<file path="config.mk">
export PLATFORM = sky130hd
export DESIGN_NAME = light_weighted_average_change_detect_unit
export DESIGN_NICKNAME = d
export VERILOG_FILES = /design/src/hw/rtl/lwacd_pkg.sv /design/src/hw/rtl/lwacd_cdiv.sv /design/src/hw/rtl/lwacd_window.sv /design/src/hw/rtl/light_weighted_average_change_detect_unit.sv
export SDC_FILE = /design/constraint.sdc
export NUM_CORES = 2
export LEC_CHECK = 0
export BUFFER_PORTS_ARGS = -buffer_cell sky130_fd_sc_hd__clkbuf_2
export CAP_MARGIN = 10
export CORE_ASPECT_RATIO = 1.4
export CORE_MARGIN = 8
export CORE_UTILIZATION = 41
export CTS_CLUSTER_DIAMETER = 100
export DETAILED_ROUTE_END_ITERATION = 10
export PLACE_DENSITY_LB_ADDON = 0.05
export SLEW_MARGIN = 20
export SYNTH_ARGS = -nofsm -noshare
export SYNTH_HDL_FRONTEND = slang
export SYNTH_SLANG_ARGS = --single-unit
</file>
<file path="constraint.sdc">
create_clock -name clk_i -period 8.7 [get_ports clk_i]
set_input_delay 1.305 -clock clk_i [delete_from_list [all_inputs] [get_ports clk_i]]
set_output_delay 1.305 -clock clk_i [all_outputs]
set_load 0.01 [all_outputs]
</file>
<file path="src/hw/rtl/lwacd_pkg.sv">
package lwacd_pkg;

  // Field widths
  localparam int unsigned RawW = 24;
  localparam int unsigned LuxW = 18;

  // Model constants
  localparam int unsigned LuxDivisor     = 100;
  localparam int unsigned WindowResetVal = 400;
  localparam int unsigned ThreshResetVal = 90;
  localparam int unsigned WindowSizeDef  = 5;

  // Sequencer states, one-hot
  typedef enum logic [6:0] {
    ST_IDLE     = 7'b000_0001,
    ST_LUX      = 7'b000_0010,
    ST_READ     = 7'b000_0100,
    ST_DRAIN    = 7'b000_1000,
    ST_AVG_GO   = 7'b001_0000,
    ST_AVG_WAIT = 7'b010_0000,
    ST_RESULT   = 7'b100_0000
  } lwacd_state_e;

  // Window write request
  typedef struct packed {
    logic            en;
    logic [LuxW-1:0] data;
  } lwacd_wr_t;

endpackage

</file>
<file path="src/hw/rtl/lwacd_cdiv.sv">
// Two-stage unsigned divide by a constant: reciprocal multiply, then one correction.
module lwacd_cdiv #(
  parameter int unsigned IN_W    = 24,
  parameter int unsigned Q_W     = 18,
  parameter int unsigned DIVISOR = 100
) (
  input  logic            clk_i,
  input  logic            rst_ni,
  input  logic            start_i,
  input  logic [IN_W-1:0] dividend_i,
  output logic            done_o,
  output logic [Q_W-1:0]  quotient_o
);

  // floor(2^IN_W / DIVISOR): estimate is exact or one low
  localparam longint unsigned Mult = (64'd1 << IN_W) / DIVISOR;
  localparam logic [IN_W-1:0] MultC = IN_W'(Mult);
  localparam logic [IN_W-1:0] DivC  = IN_W'(DIVISOR);

  logic [2*IN_W-1:0] prod_q;
  logic [IN_W-1:0]   x_q;
  logic              v1_q, done_q;
  logic [Q_W-1:0]    quot_q;
  logic [Q_W-1:0]    q_est;
  logic [IN_W-1:0]   rem;

  // Stage 1: reciprocal product
  always_ff @(posedge clk_i) begin
    prod_q <= (2*IN_W)'(dividend_i) * (2*IN_W)'(MultC);
    x_q    <= dividend_i;
  end

  // Stage 2: remainder check and fix-up
  assign q_est = prod_q[IN_W +: Q_W];
  assign rem   = x_q - IN_W'(IN_W'(q_est) * DivC);

  always_ff @(posedge clk_i) begin
    quot_q <= (rem >= DivC) ? q_est + Q_W'(1) : q_est;
  end

  always_ff @(posedge clk_i or negedge rst_ni) begin
    if (!rst_ni) begin
      v1_q   <= 1'b0;
      done_q <= 1'b0;
    end else begin
      v1_q   <= start_i;
      done_q <= v1_q;
    end
  end

  assign done_o     = done_q;
  assign quotient_o = quot_q;

endmodule

</file>
<file path="src/hw/rtl/lwacd_window.sv">
// Sample window: one write and one registered read per cycle.
// Entries never written since reset read as the reset value.
module lwacd_window #(
  parameter int unsigned WINDOW_SIZE = 5,
  parameter int unsigned SLOT_W      = 3
) (
  input  logic                        clk_i,
  input  logic                        rst_ni,
  input  lwacd_pkg::lwacd_wr_t        wr_i,
  input  logic [SLOT_W-1:0]           wr_addr_i,
  input  logic [SLOT_W-1:0]           rd_addr_i,
  output logic [lwacd_pkg::LuxW-1:0]  rd_data_o
);
  import lwacd_pkg::*;

  logic [LuxW-1:0]        mem [WINDOW_SIZE];
  logic [WINDOW_SIZE-1:0] valid_q;
  logic [LuxW-1:0]        rd_q;
  logic                   rd_vld_q;

  // Storage, no reset
  always_ff @(posedge clk_i) begin
    if (wr_i.en) begin
      mem[wr_addr_i] <= wr_i.data;
    end
    rd_q <= mem[rd_addr_i];
  end

  // Written-since-reset flags
  always_ff @(posedge clk_i or negedge rst_ni) begin
    if (!rst_ni) begin
      valid_q  <= '0;
      rd_vld_q <= 1'b0;
    end else begin
      if (wr_i.en) begin
        valid_q[wr_addr_i] <= 1'b1;
      end
      rd_vld_q <= valid_q[rd_addr_i];
    end
  end

  assign rd_data_o = rd_vld_q ? rd_q : LuxW'(WindowResetVal);

endmodule

</file>
<file path="src/hw/rtl/light_weighted_average_change_detect_unit.sv">
// Light-level change detector over a linearly weighted moving average.
//
// Input stream (s_axis): tdata carries the reading in hundredths of lux,
// tuser the sensor error flag. One request is taken at a time.
// Output stream (m_axis): tdata carries the weighted average in lux, tuser
// the change flag. Every input request gives exactly one output request.
// Config channel (cfg_*): writes the 18-bit change threshold; always ready,
// to be written while the block is idle.
//
// Each input passes through the lux divider, the window write, the window
// reads, a drain step and the average divider before its output is valid.
// The window memory is read one entry a cycle for the weighted sum, and
// both constant dividers are pipelined.
// A finished result sits in the output register; the next input is taken
// meanwhile, and the block stalls before its own output only if the
// previous one is still not taken.
// Reset: window reads as 400 lux per entry, slot pointer, last value and
// previous average go to zero, threshold to 90.
module light_weighted_average_change_detect_unit #(
  parameter int unsigned WINDOW_SIZE = lwacd_pkg::WindowSizeDef
) (
  input  logic        clk_i,
  input  logic        rst_ni,
  input  logic        s_axis_tvalid,
  output logic        s_axis_tready,
  input  logic [23:0] s_axis_tdata,   // [23:0] raw_reading
  input  logic [0:0]  s_axis_tuser,   // [0] reading_error
  output logic        m_axis_tvalid,
  input  logic        m_axis_tready,
  output logic [23:0] m_axis_tdata,   // [17:0] weighted_average, rest zero
  output logic [0:0]  m_axis_tuser,   // [0] change_detected
  input  logic        cfg_valid_i,
  output logic        cfg_ready_o,
  input  logic [17:0] cfg_data_i      // change_threshold
);
  import lwacd_pkg::*;

  localparam int unsigned SlotW  = $clog2(WINDOW_SIZE);
  localparam int unsigned WtW    = $clog2(WINDOW_SIZE + 1);
  localparam int unsigned DivSum = WINDOW_SIZE * (WINDOW_SIZE + 1) / 2;
  localparam int unsigned AccW   = LuxW + $clog2(DivSum);
  localparam logic [SlotW-1:0] NSlot    = SlotW'(WINDOW_SIZE);
  localparam logic [SlotW-1:0] LastSlot = SlotW'(WINDOW_SIZE - 1);

  lwacd_state_e    state_q, state_d;
  logic [LuxW-1:0] thresh_q;
  logic [LuxW-1:0] last_lux_q;
  logic [LuxW-1:0] prev_avg_q;
  logic [SlotW-1:0] slot_q;
  logic [SlotW-1:0] age_q;
  logic             err_q;
  logic             rd_pend_q;
  logic [WtW-1:0]   wt_q;
  logic [AccW-1:0]  acc_q;
  logic [LuxW-1:0]  avg_q;
  logic             out_valid_q;
  logic [LuxW-1:0]  out_avg_q;
  logic             out_chg_q;

  logic             in_req;
  logic             lux_done, avg_done;
  logic [LuxW-1:0]  lux_quot, avg_quot;
  logic [LuxW-1:0]  new_lux;
  lwacd_wr_t        win_wr;
  logic [SlotW-1:0] rd_addr;
  logic [LuxW-1:0]  rd_data;
  logic             out_load;
  logic [LuxW-1:0]  diff;
  logic             change;

  assign in_req        = s_axis_tvalid && s_axis_tready;
  assign s_axis_tready = (state_q == ST_IDLE);
  assign cfg_ready_o   = 1'b1;

  // Reading to lux
  lwacd_cdiv #(
    .IN_W    (RawW),
    .Q_W     (LuxW),
    .DIVISOR (LuxDivisor)
  ) u_lux_div (
    .clk_i      (clk_i),
    .rst_ni     (rst_ni),
    .start_i    (in_req),
    .dividend_i (s_axis_tdata),
    .done_o     (lux_done),
    .quotient_o (lux_quot)
  );

  // Weighted sum to average
  lwacd_cdiv #(
    .IN_W    (AccW),
    .Q_W     (LuxW),
    .DIVISOR (DivSum)
  ) u_avg_div (
    .clk_i      (clk_i),
    .rst_ni     (rst_ni),
    .start_i    (state_q == ST_AVG_GO),
    .dividend_i (acc_q),
    .done_o     (avg_done),
    .quotient_o (avg_quot)
  );

  // Window write when the lux value is ready; reads start the next cycle
  assign new_lux     = err_q ? last_lux_q : lux_quot;
  assign win_wr.en   = (state_q == ST_LUX) && lux_done;
  assign win_wr.data = new_lux;

  // Read newest first: slot minus age, modulo window size
  assign rd_addr = (slot_q >= age_q) ? slot_q - age_q : SlotW'(slot_q + NSlot - age_q);

  lwacd_window #(
    .WINDOW_SIZE (WINDOW_SIZE),
    .SLOT_W      (SlotW)
  ) u_window (
    .clk_i     (clk_i),
    .rst_ni    (rst_ni),
    .wr_i      (win_wr),
    .wr_addr_i (slot_q),
    .rd_addr_i (rd_addr),
    .rd_data_o (rd_data)
  );

  // Change decision on the finished average
  assign diff     = (avg_q > prev_avg_q) ? avg_q - prev_avg_q : prev_avg_q - avg_q;
  assign change   = (prev_avg_q != '0) && (diff > thresh_q) && !err_q;
  assign out_load = (state_q == ST_RESULT) && (!out_valid_q || m_axis_tready);

  // Sequencer
  always_comb begin
    state_d = state_q;
    case (state_q)
      ST_IDLE:     if (in_req) state_d = ST_LUX;
      ST_LUX:      if (lux_done) state_d = ST_READ;
      ST_READ:     if (age_q == LastSlot) state_d = ST_DRAIN;
      ST_DRAIN:    state_d = ST_AVG_GO;
      ST_AVG_GO:   state_d = ST_AVG_WAIT;
      ST_AVG_WAIT: if (avg_done) state_d = ST_RESULT;
      ST_RESULT:   if (out_load) state_d = ST_IDLE;
      default:     state_d = ST_IDLE;
    endcase
  end

  // Control and block state
  always_ff @(posedge clk_i or negedge rst_ni) begin
    if (!rst_ni) begin
      state_q     <= ST_IDLE;
      thresh_q    <= LuxW'(ThreshResetVal);
      last_lux_q  <= '0;
      prev_avg_q  <= '0;
      slot_q      <= '0;
      age_q       <= '0;
      rd_pend_q   <= 1'b0;
      out_valid_q <= 1'b0;
    end else begin
      state_q <= state_d;
      if (cfg_valid_i) begin
        thresh_q <= cfg_data_i;
      end
      if (win_wr.en) begin
        last_lux_q <= new_lux;
      end
      // age counter walks the window during reads
      if (state_q == ST_READ) begin
        age_q <= (age_q == LastSlot) ? '0 : age_q + SlotW'(1);
      end else begin
        age_q <= '0;
      end
      rd_pend_q <= (state_q == ST_READ);
      if (out_load) begin
        prev_avg_q <= avg_q;
        if (!err_q) begin
          slot_q <= (slot_q == LastSlot) ? '0 : slot_q + SlotW'(1);
        end
      end
      // output register
      if (out_load) begin
        out_valid_q <= 1'b1;
      end else if (m_axis_tready) begin
        out_valid_q <= 1'b0;
      end
    end
  end

  // Datapath registers
  always_ff @(posedge clk_i) begin
    if (in_req) begin
      err_q <= s_axis_tuser[0];
    end
    wt_q <= WtW'(WINDOW_SIZE) - WtW'(age_q);
    // multiply-accumulate as read data returns
    if (in_req) begin
      acc_q <= '0;
    end else if (rd_pend_q) begin
      acc_q <= acc_q + AccW'(AccW'(rd_data) * AccW'(wt_q));
    end
    if (avg_done) begin
      avg_q <= avg_quot;
    end
    if (out_load) begin
      out_avg_q <= avg_q;
      out_chg_q <= change;
    end
  end

  assign m_axis_tvalid   = out_valid_q;
  assign m_axis_tdata    = {{(24 - LuxW){1'b0}}, out_avg_q};
  assign m_axis_tuser[0] = out_chg_q;

`ifndef SYNTHESIS
  // Lux divider answers only while the sequencer waits for it
  assert property (@(posedge clk_i) disable iff (!rst_ni)
    lux_done |-> (state_q == ST_LUX))
    else $error("lux quotient outside lux wait");

  // Average divider answers only while the sequencer waits for it
  assert property (@(posedge clk_i) disable iff (!rst_ni)
    avg_done |-> (state_q == ST_AVG_WAIT))
    else $error("average quotient outside average wait");

  // Write pointer stays inside the window
  assert property (@(posedge clk_i) disable iff (!rst_ni)
    slot_q <= LastSlot)
    else $error("write slot out of range");

  // Slot moves only when a valid reading's result is loaded
  assert property (@(posedge clk_i) disable iff (!rst_ni)
    (slot_q != $past(slot_q)) |-> $past(out_load && !err_q))
    else $error("write slot moved unexpectedly");
`endif

endmodule
</file>
After elaboration in Yosys (flattened, before gate mapping)

Memories as Yosys holds them, arrays and structs flattened. A register that Yosys moved wholly into a read port is not among the register bits.
Cells that the tools add are included.

Bits in writable memories: 90
Output and inout port bits: 28
Memories kept: 1
Word-level logic and storage cells: 105
Bits of input ports: 48
Bits in registers: 302

Memories:

| memory       | words | bits a word | rd ports | clocked after Yosys merged registers in | wr ports | RTL line           | text |
|---|---|---|---|---|---|---|---|
| u_window.mem | 5     | 18          | 1        | 1                                       | 1        | lwacd_window.sv:16 | `logic [LuxW-1:0] mem [WINDOW_SIZE];` |

Eq/ne operators: 14
$mul: 5
Reductions and logical operators: 13
Bitwise gates (word level): 2
$add $sub $neg: 13
Order comparisons: 8
Muxes and demuxes: 23

Operators with widths:

| operator                                                               | count |
|---|---|
| 18-bit two-way mux                                                     | 5 |
| 7-bit case mux with 7 select lines                                     | 1 |
| 24-bit by 16-bit multiplier with 40-bit output, second input constant  | 1 |
| 22-bit by 17-bit multiplier with 38-bit output, second input constant  | 1 |
| 18-bit by 1-bit adder with 18-bit output, second input constant        | 2 |
| 18-bit greater-than comparator                                         | 2 |
| 18-bit subtractor                                                      | 2 |
| 7-bit two-way mux                                                      | 5 |
| 24-bit by 7-bit >= comparator with 1-bit output, second input constant | 1 |
| 24-bit subtractor                                                      | 1 |
| 22-bit by 21-bit adder with 22-bit output                              | 1 |
| 22-bit by 4-bit >= comparator with 1-bit output, second input constant | 1 |
| 18-bit by 4-bit multiplier with 22-bit output, second input constant   | 1 |
| 18-bit by 5-bit multiplier with 22-bit output, second input constant   | 1 |
| 22-bit subtractor                                                      | 1 |
| 18-bit by 3-bit multiplier with 21-bit output                          | 1 |
| 18-bit nonzero test                                                    | 1 |
| 3-bit two-way mux                                                      | 4 |
| 3-bit by 4-bit < comparator with 1-bit output, second input constant   | 2 |
| 7-bit by 1-bit == test with 1-bit output, second input constant        | 1 |
| 7-bit by 2-bit == test with 1-bit output, second input constant        | 1 |
| 7-bit by 3-bit == test with 1-bit output, second input constant        | 1 |
| 7-bit by 4-bit == test with 1-bit output, second input constant        | 1 |
| 7-bit by 5-bit == test with 1-bit output, second input constant        | 1 |
| other kinds (22)                                                       | 39 |

Logic depth before layout (Yosys ltp)

Depth after elaboration: 5
Gate-level depth with buffers: 29
Depth with buffers taken out: 28

Modules after synthesis

A second synthesis with hierarchy kept.

Cell total of the unflattened synthesis: 3138
Area, all modules: 32585.0 um2

Modules (own cells, without submodules):

| module                                    | cells each | area each (um2) | times used | seq. area each (um2) |
|---|---|---|---|---|
| lwacd_cdiv at u_lux_div                   | 1110       | 11354.6         | 1          | 1211.2 |
| light_weighted_average_change_detect_unit | 1008       | 9570.4          | 1          | 3374.5 |
| lwacd_cdiv at u_avg_div                   | 767        | 7407.1          | 1          | 1211.2 |
| lwacd_window                              | 253        | 4252.8          | 1          | 3213.1 |

Worst setup path before layout

OpenSTA, ideal clock, no wires.

Kind: input to register
From: input port s_axis_tdata[22]
To: register u_lux_div.prod_q[41]
Setup time: 0.072 ns
Data arrival time: 6.195 ns
Cell stages on the path: 22
Setup slack: 2.432 ns
Path buffers: 0
Required time: 8.628 ns
Cell sequence: inv_1 -> ha_1 -> fa_1 -> inv_1 -> fa_1 -> inv_1 -> fa_1 -> fa_1 -> inv_1 -> fa_1 -> ha_1 -> a21o_1 -> a21o_1 -> a21oi_1 -> o2111ai_1 -> o211ai_1 -> a311oi_1 -> o21a_1 -> o21ai_0 -> a21oi_1 -> a21oi_1 -> xnor2_1

Word-level cells in the longest chain between the ends: 1

Ends and longest elaborated chain:

| what                                           | RTL line                                        | text |
|---|---|---|
| start, declared                                | light_weighted_average_change_detect_unit.sv:26 | `input logic [23:0] s_axis_tdata,` |
| 24-bit by 16-bit multiplier with 40-bit output | lwacd_cdiv.sv:29                                | `prod_q <= (2*IN_W)'(dividend_i) * (2*IN_W)'(MultC);` |
| end signal, assigned                           | lwacd_cdiv.sv:29                                |  |
| end, declared                                  | lwacd_cdiv.sv:20                                | `logic [2*IN_W-1:0] prod_q;` |

No other way between the ends.
A chain may end at the register's enable or synchronous reset.

Final worst setup path

From: register u_lux_div.prod_q[27]
To: register u_lux_div.quot_q[16] (netlist: u_lux_div.quotient_o[16])

Word-level cells in the longest chain between the ends: 4
Elaborated cells between the ends (all ways): 5
Those cells by class: add/sub (2); mul (1); order compare (1); mux (1)

Ends and longest elaborated chain:

| what                                            | RTL line         | text |
|---|---|---|
| 18-bit by 5-bit multiplier with 22-bit output   | lwacd_cdiv.sv:35 | `assign rem = x_q - IN_W'(IN_W'(q_est) * DivC);` |
| 24-bit subtractor                               | lwacd_cdiv.sv:35 |  |
| 24-bit by 7-bit >= comparator with 1-bit output | lwacd_cdiv.sv:38 | `quot_q <= (rem >= DivC) ? q_est + Q_W'(1) : q_est;` |
| 18-bit two-way mux (*)                          | lwacd_cdiv.sv:38 |  |
| end signal, assigned                            | lwacd_cdiv.sv:38 |  |
| end, declared                                   | lwacd_cdiv.sv:23 | `logic [Q_W-1:0] quot_q;` |

Every way passes the cells marked *; elsewhere a longest branch is shown, timed or not.

==> results_dict.tcl <==
set metrics [dict create \
    synth_enable_flop_cells 128 \
    synth_most_common_cell "sky130_fd_sc_hd__inv_1" \
    synth_cell_types 89 \
    starting_utilization_of_the_core_area_pct 41.2 \
    setup_violations 0 \
    grt_use_total_pct 18.3 \
    worstPathMaxFanout 8 \
    synth_common_cells "513 x sky130_fd_sc_hd__inv_1, 508 x sky130_fd_sc_hd__ha_1, 295 x sky130_fd_sc_hd__fa_1, 163 x sky130_fd_sc_hd__nand2_1, 159 x sky130_fd_sc_hd__dfxtp_1" \
    min_delay_path_depth 0 \
    slew_headroom_pct 34.7 \
    die_h_um 343 \
    grt_antenna_before_repair 0 \
    vias_in_the_first_global_route 22500 \
    hold_path.startpoint "u_avg_div.v1_q" \
    core_box_area_mm2 0.0761 \
    final_period_minus_worst_setup_slack_ns 6.61 \
    boundaryPins 76 \
    critical_path.max_stage_delay_ns 0.52 \
    root_buffer "sky130_fd_sc_hd__clkbuf_16" \
    clock_skew_ns 0.0395 \
    data_arrival_time_of_the_critical_path_ns 7.13 \
    worst_ep_required_time_ns 9.22 \
    port_bufs 68 \
    drcViolationCount 0 \
    final_min_period_over_clock_period_pct 76.0 \
    final_hold_viol_count 0 \
    synth_area_leader_cell "sky130_fd_sc_hd__ha_1" \
    max_clock_freq_ghz 0.151 \
    routed-via-count 20600 \
    floorplan_die_width_um 250 \
    outcome "finished clean" \
    floorplan.die_area_mm2 0.0858 \
    final.setup.tns_ns 0 \
    synthesis.yosys.warnings 0 \
    postCtsResizedCells 0 \
    synth.top_cell.area_share_pct 20.3 \
    hold_path_end "u_avg_div.done_o" \
    grt_max_degree 60 \
    max_cap_viol_count 0 \
    grt.overflow.total 0 \
    worstReg2RegStart "u_lux_div.prod_q[27]" \
    postSynth.asyncResetShare_pct 21.6 \
    timing.final.max_slew_violations 0 \
    hold_class "reg -> reg" \
    least_margin_pin_slew_ns 0.959 \
    worstSetupStartpointType "flop" \
    rr_worst_depth 27 \
    worstReg2RegEnd "u_lux_div.quotient_o[16]" \
    synth_top_cells_by_area "sky130_fd_sc_hd__ha_1 20%, sky130_fd_sc_hd__fa_1 19%, sky130_fd_sc_hd__edfxtp_1 12%" \
    area_growth_pct 9.62 \
    crit_path_top_delay_cell "sky130_fd_sc_hd__a211oi_2" \
    synth.ff_latch_count 366 \
    critical_path.endpoint_type "flop" \
    first_pass_iteration_count_of_the_detailed_router 5 \
    fraction_of_layout_cells_with_a_size_suffix_above_1_pct 9.20 \
    rsz_0062_raised_after_global_routing "no" \
    post_synth.cell_area_avg_um2 10.7 \
    clk_pin_slew_worst_paths_ns 0.06 \
    synth.yosys.seq_area_share_pct 28.7 \
    finalNetCount 3858 \
    rows 120 \
    diodes 0 \
    cts.sinks 366 \
    mappedNetlistArea_mm2 0.0314 \
    n_fill_cell 7185 \
    clk-insertion-delay-late_ns 0.59 \
    detail_route.wl_per_cell_um 19.3 \
    whs_ns 0.347 \
    tritoncts.num_buffers 44 \
    ant_nets 0 \
    reg2reg_slack_ns 2.09 \
    drtIter0Drc 680 \
    clock_path_buffers 3 \
    dominantRegCellSynth "sky130_fd_sc_hd__dfxtp_1" \
    vias_per_cell 5.13 \
    htreeDepth 2 \
    netlist_instances 2920 \
    routed_wirelength_um 77600 \
    critical_path_class "reg -> reg" \
    cts-hold-fix-buffers 0 \
    critical_path.most_common_cell "sky130_fd_sc_hd__ha_1" \
    post_dp_hpwl_um 64000 \
    routabilityCongestion 0.874 \
    wire_length_of_the_first_global_routing_pass_um 123000 \
    post-cts-setup-buffer-count 0 \
    tritoncts "yes" \
]
==> per-stage QoR <==
stage	instance area [um2]	worst slack [ns]	utilization, %	instances
after global routing	34400	1.43	45.2	4019
final	34400	2.09	45.2	4019
after CTS	34400	2.03	45.2	4019
after global placement	32900	1.48	43.2	3937
after detailed placement	32900	1.41	43.2	3937
after floorplan	31400	2.43	-	2925
==> final cells by class <==
| type | instances | area (um2) | area share (%) |
|---|---|---|---|
| Sequential cell | 366 | 9010 | 26.2 |
| Clock buffer | 57 | 1180 | 3.43 |
| Timing Repair Buffer | 83 | 455 | 1.32 |
| Multi-Input combinational cell | 1995 | 20300 | 59.0 |
| Inverter | 517 | 1940 | 5.64 |
| Clock inverter | 25 | 303 | 0.880 |
| Tap cell | 976 | 1220 | 3.55 |
==> how the worst max path moves through the flow <==
stage,start,to,cells past startpoint
2_1_floorplan,s_axis_tdata[22],u_lux_div.prod_q[41],22
3_3_place_gp,s_axis_tdata[19],u_lux_div.prod_q[41],21
3_5_place_dp,s_axis_tdata[19],u_lux_div.prod_q[41],21
4_1_cts,s_axis_tdata[19],u_lux_div.prod_q[41],21
5_1_grt,u_lux_div.prod_q[27],u_lux_div.quotient_o[10],27
6_report,u_lux_div.prod_q[27],u_lux_div.quotient_o[16],27
==> cell families after synthesis <==
kind of cell / after synthesis / share of synthesized area (%)
compound gates: 439 / 9.24
xor+xnor: 129 / 3.60
buf+inv: 564 / 6.86
mux: 109 / 4.47
flops: 366 / 28.7
fa+ha+maj: 803 / 39.1
simple gates: 508 / 8.04
other cells: 2 / 0.0239
==> routing by layer <==
metal	vias up	GRT usage (%)	part of all wire, %
met3	103	1.85	1.9
li1	10000	-	-
met5	-	0	0
met1	10300	18.2	36
met4	0	5.52	2.9
met2	218	38.6	59
==> sequential cells by signal, summed over array words and instances, names as in the netlist, 3 cells and up <==
| register | cells |
|---|---|
| prev_avg_q | 18 |
| u_lux_div.quotient_o | 18 |
| u_lux_div.prod_q | 18 |
| u_avg_div.prod_q | 18 |
| u_avg_div.quotient_o | 18 |
| u_window.rd_q | 18 |
| thresh_q | 18 |
| age_q | 3 |
| avg_q | 18 |
| out_avg_q | 18 |
| u_lux_div.x_q | 22 |
| u_avg_div.x_q | 22 |
| wt_q | 3 |
| acc_q | 22 |
| last_lux_q | 18 |
| u_window.mem | 90 |
| slot_q | 3 |
| u_window.valid_q | 5 |
| state_q | 7 |
==> critical path: cells and delay by family, from the launching register on <==
| family | cells | cell delay (ns) |
|---|---|---|
| buffers and inverters | 1 | 0.07 |
| adders and majority gates | 5 | 1.78 |
| xor gates and xnor gates | 2 | 0.21 |
| and+or+nand+nor | 7 | 1.51 |
| DFF | 1 | 0.41 |
| AOI/OAI and AO/OA | 12 | 2.60 |
==> cells in the final DEF (no fill, tap or decap), drive strengths merged, types with 32 or more instances in the layout <==
| cell | n |
|---|---|
| mux2i | 32 |
| nor2 | 105 |
| inv | 522 |
| mux2 | 58 |
| o21ai | 103 |
| clkbuf | 124 |
| edfxtp | 128 |
| ha | 508 |
| dfxtp | 159 |
| nand3 | 41 |
| a21o | 76 |
| a21oi | 107 |
| nand2 | 163 |
| dfrtp | 74 |
| nor3 | 35 |
| xnor2 | 98 |
| fa | 295 |
Power is left out: the tool's default activity adds up to more than one toggle a clock period on the data nets, which glitch-free logic cannot reach.
